$ cat config.mk
export PLATFORM = sky130hd
export DESIGN_NAME = sync_frame_attitude_parser_top
export DESIGN_NICKNAME = d
export VERILOG_FILES = /design/src/rtl/sfap_pkg.sv /design/src/rtl/sfap_core.sv /design/src/rtl/sync_frame_attitude_parser_top.sv
export VERILOG_INCLUDE_DIRS = /design/src /design/src/rtl
export SDC_FILE = /design/constraint.sdc
export NUM_CORES = 1
export LEC_CHECK = 0
export BUFFER_PORTS_ARGS = -buffer_cell sky130_fd_sc_hd__clkbuf_2
export CAP_MARGIN = 20
export CORE_MARGIN = 2
export CORE_UTILIZATION = 47
export CTS_CLUSTER_DIAMETER = 150
export DETAILED_ROUTE_END_ITERATION = 8
export GPL_TIMING_DRIVEN = 0
export PLACE_DENSITY = 0.67
export SLEW_MARGIN = 30
export SYNTH_ARGS = -nofsm -noshare
export SYNTH_HDL_FRONTEND = slang
export SYNTH_HIERARCHICAL = 1
export SYNTH_SLANG_ARGS = --single-unit
$ cat constraint.sdc
create_clock -name clk -period 7.9 [get_ports clk]
set_input_delay 1.185 -clock clk [delete_from_list [all_inputs] [get_ports clk]]
set_output_delay 1.185 -clock clk [all_outputs]
set_load 0.05 [all_outputs]
$ cat src/rtl/sync_frame_attitude_parser_top_assert.svh
// Assertion macros for the sync frame attitude parser.
// Used by sync_frame_attitude_parser_top; expects clk and rst_n in scope.
`ifndef SYNC_FRAME_ATTITUDE_PARSER_TOP_ASSERT_SVH
`define SYNC_FRAME_ATTITUDE_PARSER_TOP_ASSERT_SVH

`ifndef SYNTHESIS

// Same-cycle implication, checked out of reset.
`define SFAP_ASSERT_SAME(label, ante, cons) \
    label: assert property (@(posedge clk) disable iff (!rst_n) (ante) |-> (cons)) \
        else $error("sfap assertion failed");

// Next-cycle implication, checked out of reset.
`define SFAP_ASSERT_NEXT(label, ante, cons) \
    label: assert property (@(posedge clk) disable iff (!rst_n) (ante) |=> (cons)) \
        else $error("sfap assertion failed");

`else

`define SFAP_ASSERT_SAME(label, ante, cons)
`define SFAP_ASSERT_NEXT(label, ante, cons)

`endif

`endif

$ cat src/rtl/sfap_pkg.sv
// Shared constants and types for the sync frame attitude parser.
// No dependencies.
package sfap_pkg;

    localparam int POS_W = 4;
    localparam int IDX_W = 3;

    localparam logic [7:0] SYNC_FIRST  = 8'hAA;
    localparam logic [7:0] SYNC_SECOND = 8'h55;

    // frame positions (index of the next frame byte)
    localparam logic [POS_W-1:0] POS_HUNT     = 4'd0;
    localparam logic [POS_W-1:0] POS_SYNC2    = 4'd1;
    localparam logic [POS_W-1:0] POS_SUM_FIRST = 4'd2;
    localparam logic [POS_W-1:0] POS_PAYLOAD  = 4'd5;
    localparam logic [POS_W-1:0] POS_PAY_LAST = 4'd10;
    localparam logic [POS_W-1:0] POS_CHECK    = 4'd11;
    localparam logic [POS_W-1:0] FRAME_LEN    = 4'd12;

    localparam int PAYLOAD_LEN = 6;

    typedef struct packed {
        logic               good;
        logic        [15:0] yaw;
        logic signed [15:0] pitch;
        logic signed [15:0] roll;
    } sfap_result_t;

endpackage

$ cat src/rtl/sfap_core.sv
// Frame tracking state: position, running checksum and payload bytes.
// Depends on sfap_pkg.
module sfap_core
    import sfap_pkg::*;
(
    input  logic         clk,
    input  logic         rst_n,
    input  logic         step,
    input  logic [7:0]   rx_byte,
    output logic         emit,
    output sfap_result_t result
);

    logic [POS_W-1:0] pos_reg;
    logic [POS_W-1:0] pos_next;
    logic [7:0]       sum_reg;
    logic [7:0]       sum_next;
    logic [7:0]       payload_reg [PAYLOAD_LEN];
    logic             pay_wr;
    logic [IDX_W-1:0] pay_idx;

    assign pay_idx = IDX_W'(pos_reg - POS_PAYLOAD);
    assign pay_wr  = step && (pos_reg >= POS_PAYLOAD) && (pos_reg <= POS_PAY_LAST);

    always_comb
    begin
        pos_next = pos_reg;
        sum_next = sum_reg;
        emit     = 1'b0;
        if (pos_reg == POS_HUNT || pos_reg >= FRAME_LEN)
        begin
            pos_next = (rx_byte == SYNC_FIRST) ? POS_SYNC2 : POS_HUNT;
        end
        else if (pos_reg == POS_SYNC2)
        begin
            // anything but the second sync byte drops back to hunting
            if (rx_byte == SYNC_SECOND)
            begin
                pos_next = POS_SUM_FIRST;
                sum_next = 8'd0;
            end
            else
            begin
                pos_next = POS_HUNT;
            end
        end
        else if (pos_reg < POS_CHECK)
        begin
            sum_next = sum_reg + rx_byte;
            pos_next = pos_reg + 4'd1;
        end
        else
        begin
            emit     = 1'b1;
            pos_next = POS_HUNT;
            sum_next = 8'd0;
        end
    end

    always_comb
    begin
        result.good = (sum_reg == rx_byte);
        if (result.good)
        begin
            result.yaw   = {payload_reg[1], payload_reg[0]};
            result.pitch = signed'({payload_reg[3], payload_reg[2]});
            result.roll  = signed'({payload_reg[5], payload_reg[4]});
        end
        else
        begin
            result.yaw   = 16'd0;
            result.pitch = 16'sd0;
            result.roll  = 16'sd0;
        end
    end

    always_ff @(posedge clk or negedge rst_n)
    begin
        if (!rst_n)
        begin
            pos_reg <= POS_HUNT;
            sum_reg <= 8'd0;
        end
        else if (step)
        begin
            pos_reg <= pos_next;
            sum_reg <= sum_next;
        end
    end

    always_ff @(posedge clk)
    begin
        if (pay_wr)
        begin
            payload_reg[pay_idx] <= rx_byte;
        end
    end

endmodule

$ cat src/rtl/sync_frame_attitude_parser_top.sv
// Sync frame attitude parser: one received byte per transaction, one result per frame.
// res_valid is registered: it rises when checksum byte 11, held in the input register, steps the frame state.
// Throughput: one byte per cycle while no result stalls, set by the input register feeding the frame state.
// The input register holds a byte while a finished result waits in the output register.
// Reset (rst_n, asynchronous, active low) clears valid flags, frame position and sum.
// Depends on sfap_pkg, sfap_core and sync_frame_attitude_parser_top_assert.svh.
`include "sync_frame_attitude_parser_top_assert.svh"

module sync_frame_attitude_parser_top
    import sfap_pkg::*;
(
    input  logic               clk,
    input  logic               rst_n,
    input  logic               rx_valid,
    output logic               rx_ready,
    input  logic [7:0]         rx_byte,
    output logic               res_valid,
    input  logic               res_ready,
    output logic               frame_good,
    output logic [15:0]        yaw_centideg,
    output logic signed [15:0] pitch_centideg,
    output logic signed [15:0] roll_centideg
);

    logic         in_valid_reg;
    logic [7:0]   in_byte_reg;
    logic         res_valid_reg;
    logic         res_valid_next;
    sfap_result_t res_reg;
    logic         step;
    logic         emit;
    sfap_result_t result;

    // advance the held byte only when the output register can take a result
    assign step     = in_valid_reg && (!res_valid_reg || res_ready);
    assign rx_ready = !in_valid_reg || step;

    sfap_core u_core (
        .clk     (clk),
        .rst_n   (rst_n),
        .step    (step),
        .rx_byte (in_byte_reg),
        .emit    (emit),
        .result  (result)
    );

    always_comb
    begin
        if (step && emit)
        begin
            res_valid_next = 1'b1;
        end
        else if (res_ready)
        begin
            res_valid_next = 1'b0;
        end
        else
        begin
            res_valid_next = res_valid_reg;
        end
    end

    always_ff @(posedge clk or negedge rst_n)
    begin
        if (!rst_n)
        begin
            in_valid_reg  <= 1'b0;
            res_valid_reg <= 1'b0;
        end
        else
        begin
            if (rx_ready)
            begin
                in_valid_reg <= rx_valid;
            end
            res_valid_reg <= res_valid_next;
        end
    end

    always_ff @(posedge clk)
    begin
        if (rx_valid && rx_ready)
        begin
            in_byte_reg <= rx_byte;
        end
        if (step && emit)
        begin
            res_reg <= result;
        end
    end

    assign res_valid      = res_valid_reg;
    assign frame_good     = res_reg.good;
    assign yaw_centideg   = res_reg.yaw;
    assign pitch_centideg = res_reg.pitch;
    assign roll_centideg  = res_reg.roll;

    `SFAP_ASSERT_SAME(a_bad_frame_zero, res_valid && !frame_good, yaw_centideg == 16'd0 && pitch_centideg == 16'sd0 && roll_centideg == 16'sd0)
    `SFAP_ASSERT_SAME(a_stall_blocks_input, in_valid_reg && res_valid_reg && !res_ready, !rx_ready)
    `SFAP_ASSERT_NEXT(a_emit_loads_result, step && emit, res_valid)

endmodule
==> key figures <==
Status
  • Status: finished clean

Timing
  • TNS Setup: 0 ns
  • Final Hold Viols: 0
  • Slew headroom: 46.4%
  • # setup viols final: 0
  • Unrepaired setup endpoints after global routing: false
  • Max-slew violations: 0
  • Clk_skew: 0.00748 ns
  • Worst setup margin: 5.04 ns
  • Peak Freq: 0.350 GHz
  • Slew of the pin with the lowest slew margin: 0.791 ns
  • Final worst-path cycle share: 36.2%
  • Time the worst path needs with I/O delays and setup: 2.86 ns

Pwr
  • Peak supply drop: 0.263 mV
  • PD cells: 327 nW/µm²
  • Total power: 1890 µW
  • LEAKAGE: 0.00214 µW

GRT
  • GRT Util Overall: 15.8%
  • Total grt overflow: 0
  • Initial antenna violation count: 0
  • M3 GR Usage: 4.66%
  • Largest net degree at the start of global routing: 26
  • First-pass GRT wire length: 12,700 µm
  • GR Util met2: 26.1%
  • M1 GR Usage: 19.8%
  • Vias in the first global route: 2,496
  • Most Crowded Layer GR: met2

Synthesis
  • Top_reg_cell synth: edfxtp_1
  • Synthesized-area fraction occupied by adder cells: 3.39%
  • Multiplexer share of the synthesized area: 0%
  • XOR/XNOR Fraction of Synth Area: 1.13%
  • Synthesized flop and latch total: 119
  • Sequential fraction of the synthesis area: 75.3%
  • Largest family of logic cells by synthesized area: simple AND/OR/NAND/NOR gates
  • Post-Synth Simple-Gate Area: 12.8%
  • Synth unique cells: 43
  • Number of flops mapped to enable cells by yosys: 105
  • Syn Nets: 316
  • Synth Area in Compound Gates: 5.91%
  • Asr flop ratio synth: 11.8%
  • Mapped cell area: 4650 µm²
  • Post-Syn Instances: 292
  • Syn Area/Cell: 15.9 µm²
  • Synth Warn #: 6

Floorplan
  • Num rows: 36
  • Core area: 9680 µm²
  • Full die area: 10,700 µm²
  • Die width: 104 µm
  • I/O pin cnt: 63
  • Initial Util: 48.1%
  • Die Span Y: 104 µm

Cells and area
  • Antenna fix cells: 0
  • Number of flip-flops in the largest register: 48
  • Share of layout cells above drive strength 1: 27.6%
  • Nets: 399
  • Area Overhead vs Synth: 24.0%

Clock tree
  • CTS tree: built
  • Clock tree buffer depth: 2
  • Depth of the CTS H-tree: 4
  • Clock root cell: clkbuf_8
  • Post-CTS Setup Bufs: 0
  • Clock sinks: 119
  • Hold buffers post-CTS: 0
  • Clock transition at the registers of the reported paths: 0.06 ns
  • CTS buffer count: 17
  • Clk_lat worst skew: 0.50 ns
  • Post-cts resize count: 0

Placed design
  • Hpwl dp: 5130 µm
  • Pre-CTS setup slack: 4.73 ns
  • Placer Congestion: 0.833
  • Buffers on Ports: 62

Critical path
  • Worst Setup Start Kind: input port
  • Crit-path max FO: 3
  • Critical path cell sequence: clkbuf_2 > nand3b_4 > clkbuf_2
  • Req. time, crit path: 6.71 ns
  • Worst path max stage delay: 0.27 ns
  • Crit-path leading delay family: buffers and inverters
  • CP max-delay cell: clkbuf_2
  • Bufs and invs on worst path: 2
  • WS Path Type: in -> out
  • CP most frequent cell: clkbuf_2
  • Crit path arrival time: 1.67 ns
  • Element type at the critical path end: output pin

Drt
  • 1st-pass router iterations: 4
  • DRT Wirelength: 7920 µm
  • Post-DRT Antenna Nets: 0
  • Routed wire length per instance: 15.2 µm
  • Via Count: 2,586
  • DR iter-0 viols: 178
  • Drc violations: 0
  • Vias per std cell: 4.97

Min path
  • Worst hold-check path type: reg -> reg

Run
  • Max-Cap Viols: 0
-- worst paths after layout --
| kind | cells after the start | startpoint | end | slack, ns |
|---|---|---|---|---|
| min in group asynchronous | 1 | rst_n | u_core/sum_reg[4] | 0.59 |
| worst min register to register | 2 | u_core/sum_reg[6] | u_core/sum_reg[6] | 0.49 |
| worst min-delay path | 2 | u_core/sum_reg[6] | u_core/sum_reg[6] | 0.49 |
| max in group asynchronous | 1 | rst_n | u_core/pos_reg[3] | 7.04 |
| worst max register to register | 7 | in_byte_reg[5] | pitch_centideg[12] | 5.43 |
| worst max-delay path | 3 | res_ready | rx_ready | 5.04 |
-- power breakdown --
group	internal, µW	switching, µW	total [µW]
logic	149	242	391
registers	743	38.9	782
clock network	449	265	714
-- layout make-up --
type,count,area [µm²]
Buffer,9,50.0
Clock buffer,17,414
Clock inverter,14,151
Fill cell,749,3920
Inverter,5,18.8
Multi-Input combinational cell,159,1100
Sequential cell,119,3500
Tap cell,133,166
Timing Repair Buffer,64,365
-- cells in the final DEF, fill, tap and decap left out, drive strengths merged, types with 8 or more instances in the layout --
cell,Yosys,layout
a21oi,8,8
and2,50,50
buf,6,8
clkbuf,3,82
dfrtp,14,14
edfxtp,105,105
ha,11,11
inv,5,8
nand2,15,15
nor2,10,10
o21ai,11,11
-- stage by stage --
stage / instance area, µm² / std cells / util (%) / hold WS, ns
final: 5770 / 520 / 59.6 / 0.488
after global routing: 5770 / 520 / 59.6 / 0.514
after CTS: 5770 / 520 / 59.6 / 0.494
after detailed placement: 5200 / 489 / 53.7 / 0.481
after global placement: 5130 / 487 / 53.0 / 0.469
after floorplan: 4650 / 292 / - / 0.447
-- synth_stat cells, types with 2 or more instances --
cell	n	area share, %
a21o_1	2	0.32
xnor2_1	4	0.75
nor4bb_1	2	0.43
xor2_1	2	0.38
edfxtp_1	105	68
clkbuf_1	3	0.24
o22ai_1	2	0.27
ha_1	11	3.0
o31ai_1	2	0.32
o21ai_0	11	1.2
and2_1	50	6.7
nand2b_1	6	0.81
a22o_1	2	0.38
nor2b_1	2	0.27
nor3_1	4	0.43
dfrtp_1	14	7.5
a21oi_1	8	0.86
nand3_1	3	0.32
a211o_1	3	0.56
nor2_1	10	0.81
buf_2	4	0.43
a211oi_1	3	0.48
inv_1	5	0.40
nand2_1	15	1.2
-- routing by layer --
metal | part of all wire [%] | up-vias
li1 | - | 1252
met1 | 45 | 1259
met2 | 50 | 69
met3 | 4.3 | 6
met4 | 0.88 | 0
met5 | 0 | -
-- worst min-delay path, delay by kind of cell (launching register included) --
family | cells | cell delay, ns
AO/OA/AOI/OAI | 1 | 0.06
flip-flops | 1 | 0.34
AND/OR/NAND/NOR | 1 | 0.04
-- cell families (layout without fill, tap and decap cells) --
group / Yosys count / after routing
buffers and inverters: 14 / 109
and+or+nand+nor: 100 / 100
AOI/OAI and AO/OA: 41 / 41
DFF: 119 / 119
adders and majority gates: 12 / 12
xor gates and xnor gates: 6 / 6
(Power assumes the default switching activity.)
